[config.mk]
export PLATFORM = sky130hd
export DESIGN_NAME = rti_delay
export DESIGN_NICKNAME = d
export VERILOG_FILES = /design/src/rtl/rti_delay.sv
export SDC_FILE = /design/constraint.sdc
export NUM_CORES = 1
export LEC_CHECK = 0
export ABC_CLOCK_PERIOD_IN_PS = 3190
export BUFFER_PORTS_ARGS = -buffer_cell sky130_fd_sc_hd__buf_2
export CORE_ASPECT_RATIO = 0.8
export CORE_MARGIN = 4
export CORE_UTILIZATION = 42
export DETAILED_ROUTE_END_ITERATION = 6
export PLACE_DENSITY = 0.65
export SYNTH_ARGS = -nofsm -noshare
export SYNTH_HDL_FRONTEND = slang
export SYNTH_SLANG_ARGS = --single-unit
[constraint.sdc]
create_clock -name aclk -period 3.19 [get_ports aclk]
set_input_delay 0.1595 -clock aclk [delete_from_list [all_inputs] [get_ports aclk]]
set_output_delay 0.1595 -clock aclk [all_outputs]
set_load 0.005 [all_outputs]
[src/rtl/rti_delay.sv]
`timescale 1ns / 1ps

module rti_delay #(
    parameter int W = 8,
    parameter int N = 4
) (
    input  logic         aclk,
    input  logic         aresetn,
    input  logic         en,
    input  logic [W-1:0] din,
    output logic [W-1:0] dout
);

    logic [W-1:0] sh_reg [N];

    always_ff @(posedge aclk) begin
        if (!aresetn) begin
            for (int i = 0; i < N; i++) begin
                sh_reg[i] <= '0;
            end
        end else if (en) begin
            sh_reg[0] <= din;
            for (int i = 1; i < N; i++) begin
                sh_reg[i] <= sh_reg[i-1];
            end
        end
    end

    assign dout = sh_reg[N-1];

endmodule

; ---- After elaboration in Yosys (flattened, before gate mapping)
; Memory sizes are Yosys's and may differ from the RTL's.
; Index checks and enable logic that the tools add are counted.
[totals]
inputBits = 11
reg_bits = 0
out_inout_bits = 8
memories = 1
ram_bits = 32
[op_classes]
muxes = 8
n_bitwise = 4
[memory_table]
columns = memory, depth, word_bits, rd, rd_clocked_by_memory_dff, wr, line
row1 = sh_reg, 4, 8, 4, 0, 4, 14  ; logic [W-1:0] sh_reg [N];
[op_table]
columns = op, n
row1 = 2-to-1 mux 8 bit, 4
row2 = 2-to-1 mux 1 bit, 4
row3 = bitwise OR 1 bit, 4

; ---- Longest topological paths before layout
[depth]
depth_word = 4
depth_mapped = 2
mapped_depth_nobuf = 1

; ---- Least setup slack after synthesis
; No wires, ideal clock.
[synth_path]
path_type = in2reg
start = input port aresetn
end = memory sh_reg[0][0] (enable)
arrival_ns = 0.945
setup_slack_ns = 1.856
cell_stages = 1
setup_ns = 0.390
required_time_ns = 2.800
cell_sequence = or2b_1
[synth_rtl]
columns = item, line
row1 = start: declaration, 8  ; input logic aresetn,
row2 = end: declaration, 14

==> reports/metrics.csv <==
stage;metric;value;unit
critical_path;startpoint_type;input pin;
timing;setup_violations;0;
logic_synthesis;synth.yosys.warnings;0;
place;pre_cts_slack;1587;ps
timing;rsz0062_at_grt;false;
global_routing;antenna_found_initial;0;
logic_synthesis;netlist_top_cells_area;edfxtp_1 78%, and3_2 19%, buf_2 1.2%, clkbuf_2 1.2%, or2b_1 0.61%;
cells_and_area;largest_reg_flops;32;
place;gp_congestion;0.6075;
drt;drtPass1Iterations;4;
run_status;outcome;complete, no violations;
timing;fin_crit_sh;39.57;%
drt;via_per_inst;4.862;
cells_and_area;insertedDiodeCount;0;
timing;report.final.slew_viol_count;0;
critical_path;worstSetupPathType;input pin to flip-flop;
place;postPlaceCellArea;1354;µm²
hold_path;hold_start;din[0];
logic_synthesis;syn_nets;82;
drt;drt_wl_total;1657;µm
timing;period_minus_slack;1262;ps
critical_path;r2r-end;sh_reg[1][7];
cts;ctsHoldBuffers;0;
floorplan;io-pin-count;19;
logic_synthesis;yosysSeqAreaShare;77.58;%
global_routing;grt_max_degree;34;
timing;max_freq;0.7921;GHz
cts;clk-insertion-delay-late;280;ps
drt;drc;0;
timing;slew_headroom;72.35;%
global_routing;met1_usage;8.984;%
timing;setup_total_negative_slack;0;ps
logic_synthesis;synth_ff_type;edfxtp_1;
floorplan;rows;17;
critical_path;cp.required;3140;ps
cts;cts_resized;0;
cts;cts_setup_buffers;0;
global_routing;grt_pass1_vias;628;
cells_and_area;nFillCells;243;
logic_synthesis;synth_area;1239;µm²
logic_synthesis;synth_edf_count;32;
critical_path;critPathMaxFanout;33;
place;numPortBuffers;18;
cells_and_area;nNetsFinal;102;
floorplan;die_h;56.58;µm
floorplan;coreArea;2786;µm²
logic_synthesis;synth_cell_types;5;
logic_synthesis;syn_inst;71;
global_routing;globalRouteMet2Util;15.37;%
logic_synthesis;avgSynthCellArea;17.45;µm²
cells_and_area;drive_above_1_share;63.04;%
logic_synthesis;synth_top_area_share;77.58;%
cts;h-tree-depth;2;
cts;cts-root-buf;clkbuf_8;
critical_path;rr_startpoint;sh_reg[0][7];
drt;initialDrtViolationCount;22;
hold_path;min_to;sh_reg[0][0];
drt;vias;632;
timing;fin_ws;1928;ps
global_routing;overflow;0;
power;peakVddDrop;0.0003204;V
drt;postRouteAntennaNets;0;
hold_path;min_delay_path_depth;2;
cts;ctsLongestPathBuffers;2;
floorplan;die_area;3888;µm²
floorplan;start_util;44.45;%
cells_and_area;utilization;52.45;%
cts;cts.sinks;32;
cts;cts_tree;done;
logic_synthesis;synth_common_cells;32 x and3_2, 32 x edfxtp_1, 3 x buf_2, 3 x clkbuf_2, 1 x or2b_1;
cts;cts_buffers;5;
cells_and_area;multi_input_area;247.7;µm²
logic_synthesis;synth_area_leader_cell;edfxtp_1;
cells_and_area;syn2layout_area_growth;17.98;%
global_routing;grt_pass1_wl;2615;µm
power;power_density;620.8;nW/µm²
critical_path;critPathArrivalTime;1210;ps
critical_path;r2r_cells;1;
timing;skew;5.278;ps
logic_synthesis;synth-async-reset-ratio;0;%
floorplan;die_w;68.72;µm
logic_synthesis;ys_seq_elements;32;
cts;clk_pin_slew;60;ps
global_routing;grt_use_total;10.09;%
drt;wl_per_cell;12.75;µm
critical_path;r2r_slack;2370;ps
global_routing;gr-max-usage-layer;met2;
hold_path;holdCritPathClass;input pin to flip-flop;
critical_path;cp_slowest_cell;buf_4;
power;p_leak;0.6631;nW
flow_run;drv_cap;0;
critical_path;crit_chain;buf_2, or2b_1, buf_4;
cells_and_area;seq_area;960.9;µm²
power;total_power;907.2;µW
cells_and_area;design_area;1461;µm²
global_routing;use_met3;7.200;%
critical_path;max_stage_delay;370;ps
timing;tightest_slew;414.7;ps
critical_path;end_kind;flip-flop;
timing;hold_violations;0;
==> how the worst max path moves through the flow <==
stage | start | endpoint
final | en | sh_reg[1][3]
after global routing | en | sh_reg[1][2]
after CTS | en | sh_reg[1][0]
after detailed placement | en | sh_reg[3][7]
after global placement | en | sh_reg[3][7]
after floorplan | aresetn | sh_reg[0][0]
==> where the power goes <==
group / switching (mW) / internal (mW) / total (mW)
Clock: 0.137 / 0.231 / 0.368
Sequential: 0.00537 / 0.493 / 0.498
Combinational: 0.0224 / 0.0188 / 0.0412
Total: 0.164 / 0.743 / 0.907
==> worst max-delay path, delay by kind of cell <==
family / cells / cell delay, ps
buffers and inverters: 2 / 700
and+or+nand+nor: 1 / 340
==> per-stage QoR <==
| step | hold slack [ps] | instances |
|---|---|---|
| 2_1_floorplan | 402.7 | 71 |
| 3_5_place_dp | 498.1 | 122 |
| 4_1_cts | 201.9 | 130 |
| 6_report | 216.3 | 130 |
| 3_3_place_gp | 495.2 | 122 |
| 5_1_grt | 200.2 | 130 |
==> cells in the final DEF (no fill, tap or decap) <==
cell type   n
and3_2     32
or2b_1      1
buf_4       1
clkbuf_1    1
edfxtp_1   32
clkbuf_8    5
buf_2      18
bufinv_16   1
clkinv_2    1
==> kinds of logic after synthesis <==
group / after synthesis / synth area share [%]
buffers and inverters: 6 / 2.424
DFF: 32 / 77.58
and+or+nand+nor: 33 / 20.00
==> routing by layer <==
layer | wire [µm] | share of wire (%)
met1 | 664 | 40
met2 | 781 | 47
met3 | 162 | 9.8
met4 | 48 | 2.9
met5 | 0 | 0
==> layout make-up <==
cell class	count	share of cell area, %
multi-input combinational	33	16.95
timing repair buffer	19	6.678
clock buffer	6	4.966
clock inverter	2	2.397
tap	38	3.253
sequential	32	65.75
(Power assumes the default switching activity.)
