===== src/rtl/rti_mul.sv =====
`timescale 1ns / 1ps

module rti_mul #(
    parameter int AW = 33,
    parameter int BW = 33
) (
    input  logic                    aclk,
    input  logic                    en,
    input  logic signed [AW-1:0]    a,
    input  logic signed [BW-1:0]    b,
    output logic signed [AW+BW-1:0] p
);

    localparam int NA  = (AW + 31) / 32;
    localparam int NB  = (BW + 31) / 32;
    localparam int PW  = AW + BW;
    localparam int ACW = (NA + NB) * 32;

    logic [AW-1:0]        abs_a;
    logic [BW-1:0]        abs_b;
    logic [NA*32-1:0]     ma_reg;
    logic [NB*32-1:0]     mb_reg;
    logic                 neg1_reg;
    logic [63:0]          pp_reg [NA][NB];
    logic                 neg2_reg;
    logic [ACW-1:0]       acc;
    logic [PW-1:0]        sum_reg;
    logic                 neg3_reg;
    logic signed [PW-1:0] p_reg;

    always_comb begin
        abs_a = a[AW-1] ? AW'(-a) : AW'(a);
        abs_b = b[BW-1] ? BW'(-b) : BW'(b);
    end

    always_comb begin
        acc = '0;
        for (int i = 0; i < NA; i++) begin
            for (int j = 0; j < NB; j++) begin
                acc = acc + (ACW'(pp_reg[i][j]) << (32 * (i + j)));
            end
        end
    end

    always_ff @(posedge aclk) begin
        if (en) begin
            ma_reg   <= (NA*32)'(abs_a);
            mb_reg   <= (NB*32)'(abs_b);
            neg1_reg <= a[AW-1] ^ b[BW-1];
            for (int i = 0; i < NA; i++) begin
                for (int j = 0; j < NB; j++) begin
                    pp_reg[i][j] <= ma_reg[i*32 +: 32] * mb_reg[j*32 +: 32];
                end
            end
            neg2_reg <= neg1_reg;
            sum_reg  <= acc[PW-1:0];
            neg3_reg <= neg2_reg;
            p_reg    <= neg3_reg ? PW'(-sum_reg) : PW'(sum_reg);
        end
    end

    assign p = p_reg;

endmodule


===== config.mk =====
export PLATFORM = sky130hd
export DESIGN_NAME = rti_mul
export DESIGN_NICKNAME = d
export VERILOG_FILES = /design/src/rtl/rti_mul.sv
export SDC_FILE = /design/constraint.sdc
export NUM_CORES = 2
export LEC_CHECK = 0
export BUFFER_PORTS_ARGS = -buffer_cell sky130_fd_sc_hd__buf_4
export CAP_MARGIN = 40
export CORE_MARGIN = 4
export CORE_UTILIZATION = 65
export DETAILED_ROUTE_END_ITERATION = 8
export HOLD_SLACK_MARGIN = 0.1
export PLACE_DENSITY = 0.91
export SLEW_MARGIN = 20
export SYNTH_ARGS = -nofsm -noshare
export SYNTH_HDL_FRONTEND = slang
export SYNTH_SLANG_ARGS = --single-unit

===== constraint.sdc =====
create_clock -name aclk -period 8.6 [get_ports aclk]
set_input_delay 0.43 -clock aclk [delete_from_list [all_inputs] [get_ports aclk]]
set_output_delay 0.43 -clock aclk [all_outputs]
set_load 0.005 [all_outputs]

## Word-level counts from Yosys, hierarchy flattened

Memories as Yosys holds them, arrays and structs flattened.
Index checks and enable logic that the tools add are counted.

| word-level totals | value |
|---|---|
| register bits | 201 |
| latch bits | 0 |
| memory bits (writable) | 194 |
| memory bits (read-only) | 0 |
| output and inout port bits | 66 |
| memories kept | 1 |

| cells by class | value |
|---|---|
| add/sub/neg operators | 6 |
| $mul | 4 |
| divide/modulo/power cells | 0 |
| order comparisons | 0 |
| equal/unequal tests | 0 |
| shift-type cells | 0 |
| mux-type cells | 5 |
| bitwise logic cells | 1 |
| reductions and logical operators | 0 |

Memories:

| name | words | bits a word | rd ports | clocked after Yosys merged registers in | write ports | RTL line | text |
|---|---|---|---|---|---|---|---|
| pp_reg | 2 | 97 | 2 | 0 | 2 | 24 | `logic [63:0] pp_reg [NA][NB];` |

Operators with widths:

| operator | count |
|---|---|
| adder 66 bit | 2 |
| adder 64 x 66 -> 66 bit | 1 |
| 2-to-1 mux 66 bit | 1 |
| negation 33 bit | 2 |
| negation 66 bit | 1 |
| multiplier 32 x 32 -> 64 bit | 1 |
| 2-to-1 mux 32 bit | 2 |
| multiplier 1 x 32 -> 33 bit | 1 |
| multiplier 32 x 1 -> 33 bit | 1 |
| multiplier 1 x 1 -> 2 bit | 1 |
| 2-to-1 mux 1 bit | 2 |
| bitwise XOR 1 bit | 1 |

## Logic depth before layout (Yosys ltp)

An unclocked memory read counts as a cell.

| logic depth | value |
|---|---|
| depth in word-level cells | 4 |
| mapped depth | 27 |

## Worst setup path before layout

Ideal clock, no wire load.

| timing path | value |
|---|---|
| kind | register -> register |
| start | reg mb_reg[2] |
| end | mem pp_reg[0][93] (netlist bit) (data pin) |
| library setup time | 261 ps |
| data arrival time | 7084 ps |
| data required time | 8339 ps |
| path slack | 1256 ps |
| stages on the path, launching flop included | 24 |
| buffers on the path | 2 |
| cells stage by stage | edfxtp_1 > clkbuf_1 > and2_1 > fa_1 > inv_1 > fa_1 > fa_1 > fa_1 > inv_1 > fa_1 > fa_1 > fa_1 > fa_1 > ha_1 > clkbuf_1 > a21o_1 > a21o_1 > a21o_1 > a221oi_1 > o31ai_1 > a31oi_1 > o221ai_1 > a211o_1 > xor2_1 |

RTL lines:

| element | RTL line | text |
|---|---|---|
| start: declaration | 22 | `logic [NB*32-1:0] mb_reg;` |
| start signal: assignment | 48 | `mb_reg <= (NB*32)'(abs_b);` |
| end: declaration | 24 |  |

==> results.sh <==
export IMPL_cts_root_buf="clkbuf_16"
export IMPL_ys_seq_area_frac=0.203
export IMPL_finalMaxSlewViolations=0
export IMPL_place_gp_congestion=0.959
export IMPL_grt_max_degree=104
export IMPL_die_w_um=282
export IMPL_fin_nets=6124
export IMPL_status="finished, final reports clean"
export IMPL_relSlewSlack=0.388
export IMPL_antenna_found_initial=4
export IMPL_crit_top_cell="fa_1"
export IMPL_synth_cell_area_sq_um=48800
export IMPL_core_area_sq_um=74400
export IMPL_routed_wl_mm=125
export IMPL_grt_first_pass_wirelength_mm=199
export IMPL_cpLargestDelayFamily="adder cells"
export IMPL_clk_pin_slew_ns=0.06
export IMPL_async_flop_share=0
export IMPL_drc=0
export IMPL_synth_nets=6102
export IMPL_grt_setup_unrepaired="no"
export IMPL_timing_rr_start="mb_reg[6]"
export IMPL_hold_violations=0
export IMPL_synth_distinct_cells=66
export IMPL_slowest_delay_ns=0.81
export IMPL_avgRoutedWirePerCell_um=21.5
export IMPL_place_area_sq_um=50800
export IMPL_worst_pin_slew_ns=0.895
export IMPL_critPathMaxFanout=21
export IMPL_hold_class="in2reg"
export IMPL_finalInstanceArea_sq_um=52100
export IMPL_portBuffers=133
export IMPL_fin_crit_ns=8.39
export IMPL_numCtsBuffers=36
export IMPL_startpoint_type="register"
export IMPL_layout_commonest_cell="fa_1"
export IMPL_dp_cells=5754
export IMPL_cp_data_arrival_time_ns=8.68
export IMPL_cap_viol_max_count=0
export IMPL_area_delta_synth_final_pct=6.80
export IMPL_antenna_left=0
export IMPL_htreeDepth=2
export IMPL_final_cells=5824
export IMPL_fillers=4972
export IMPL_setup_viol=0
export IMPL_worst_ep_required_time_ns=8.89
export IMPL_final_cell_mix="929 x fa_1, 911 x inv_1, 665 x and2_1"
export IMPL_synth_seq_cells=330
export IMPL_ff2ff_path_depth=23
export IMPL_netlist_top_cell_by_area="fa_1"
export IMPL_die_y_um=282
export IMPL_clock_fmax_ghz=0.119
export IMPL_drtPass1Iterations=6
export IMPL_yosys_warnings=0
export IMPL_vias=34463
export IMPL_path_buf_inv=6
export IMPL_syn_inst=4807
export IMPL_end_kind="register"
export IMPL_rows=100
export IMPL_synth_top_area_share=0.381
export IMPL_pin_count=134
export IMPL_ff2ff_setup_slack_ns=0.21
export IMPL_dp_hpwl_mm=99.6
export IMPL_clock_path_buffers=3
export IMPL_clock_skew_ns=0.0265
export IMPL_tns_ns=0
export IMPL_drtIter0Drc=3382
export IMPL_die_area_sq_um=79400
export IMPL_timing_final_crit_share=0.976
export IMPL_holdPathEnd="ma_reg[32]"
export IMPL_slowest_stage="edfxtp_1"
export IMPL_synth_edff_count=330
export IMPL_viasPerCell=5.92
export IMPL_start_util=0.655
export IMPL_crit_chain="buf_4 > and2_1 > fa_1 > fa_1 > fa_1 > inv_1 > fa_1 > inv_1 > fa_1 > inv_1 > fa_1 > inv_1 > fa_1 > fa_1 > ha_1 > nand4_1 > or3_1 > o31ai_1 > buf_4 > a21boi_0 > o21ai_0 > a221oi_1 > xnor2_1"
export IMPL_worstSkewPairLatency_ns=0.56
export IMPL_r2r_end="pp_reg[0][89]"
export IMPL_synthFlopType="edfxtp_1"
export IMPL_hold_depth=2
export IMPL_cts_tree="built"
export IMPL_grt_pass1_vias=37400
export IMPL_synth_area_leaders="fa_1 38%, edfxtp_1 20%, and2_1 8.5%"
export IMPL_crit_type="reg2reg"
export IMPL_avgSynthCellArea_sq_um=10.1
export IMPL_clkSinkCount=330
export IMPL_hp_start="a[31]"
export IMPL_overflow=0
export IMPL_gr_usage_all_layers=0.321
export IMPL_drive_above_1_share=0.0624
export IMPL_largest_reg_flops=129
[synthesized netlist by cell type, types with 7 or more instances]
cell type,count
o41ai_1,22
xor2_1,33
or2_2,7
or3_1,18
o21bai_1,17
nand4_1,25
nand2b_1,18
o31ai_1,30
a31oi_1,12
or4_1,13
a21o_1,38
nor2b_1,9
nor3_1,19
clkbuf_1,243
nand3_1,29
nor4_1,11
o21a_1,16
nor2_1,74
nand2_1,543
inv_1,911
xnor2_1,180
a21oi_1,110
o21ai_0,108
ha_1,298
and3_1,12
fa_1,929
and2_1,665
edfxtp_1,330
[worst max path at each step]
stage	slack, ns	startpoint	cells after the start	endpoint
detailed placement	0.24	mb_reg[2]	25	pp_reg[0][93]
CTS	0.23	mb_reg[2]	25	pp_reg[0][93]
finish	0.21	mb_reg[6]	23	pp_reg[0][89]
floorplan	1.26	mb_reg[2]	23	pp_reg[0][93]
global route	0.01	ma_reg[15]	22	pp_reg[0][93]
global placement	0.30	mb_reg[2]	25	pp_reg[0][93]
[worst reg2reg max path, cell delays in order, from the launching register on]
cell      delay [ns]
edfxtp_1        0.81
buf_4           0.34
and2_1          0.18
fa_1            0.45
fa_1            0.43
fa_1            0.54
inv_1           0.05
fa_1            0.48
inv_1           0.07
fa_1            0.51
inv_1           0.06
fa_1            0.54
inv_1           0.06
fa_1            0.51
fa_1            0.44
ha_1            0.42
nand4_1         0.27
or3_1           0.43
o31ai_1         0.27
buf_4           0.22
a21boi_0        0.14
o21ai_0         0.56
a221oi_1        0.19
xnor2_1         0.18
[stage by stage]
step           hold slack [ns]  setup slack [ns]   util
3_3_place_gp             0.403             0.300  0.681
4_1_cts                  0.167             0.228  0.698
3_5_place_dp             0.405             0.236  0.683
6_report                 0.193             0.207  0.699
5_1_grt                  0.187           0.00984  0.699
2_1_floorplan            0.400              1.26      -
[kinds of logic (layout without fill, tap and decap cells)]
family	count (synthesis)	in the layout	share of synthesized area
AOI/OAI and AO/OA	405	405	0.0528
xor gates and xnor gates	213	213	0.0383
adders and majority gates	1227	1227	0.458
buffers and inverters	1157	1204	0.0891
DFF	330	330	0.203
muxes	2	2	0.000411
other	0	1	0
and+or+nand+nor	1473	1473	0.158
[per-layer routing]
layer / part of all wire / track usage
met4: 0.030 / 0.0920
met1: 0.38 / 0.428
met5: 0.00033 / 0
met3: 0.14 / 0.114
met2: 0.45 / 0.504
[final cells by class]
cell class | count | area (sq um) | area share
clock inverter | 15 | 203 | 0.00389
timing repair buffer | 230 | 1870 | 0.0359
sequential | 330 | 9910 | 0.190
clock buffer | 48 | 946 | 0.0182
inverter | 911 | 3420 | 0.0657
antenna | 1 | 2.50 | 0.0000481
tap | 969 | 1210 | 0.0233
multi-input combinational | 3320 | 34500 | 0.663
[repair_timing]
action | 4_1_cts | 5_1_grt
setup endpoints to repair | 0 | 3
hold buffers | 2 | 0
resized for setup | 0 | 1
setup buffers | 0 | 1
hold endpoints to repair | 2 | 0
Power is not shown: default switching activity piles up to over one toggle a cycle in this logic, so the estimate is an artifact.
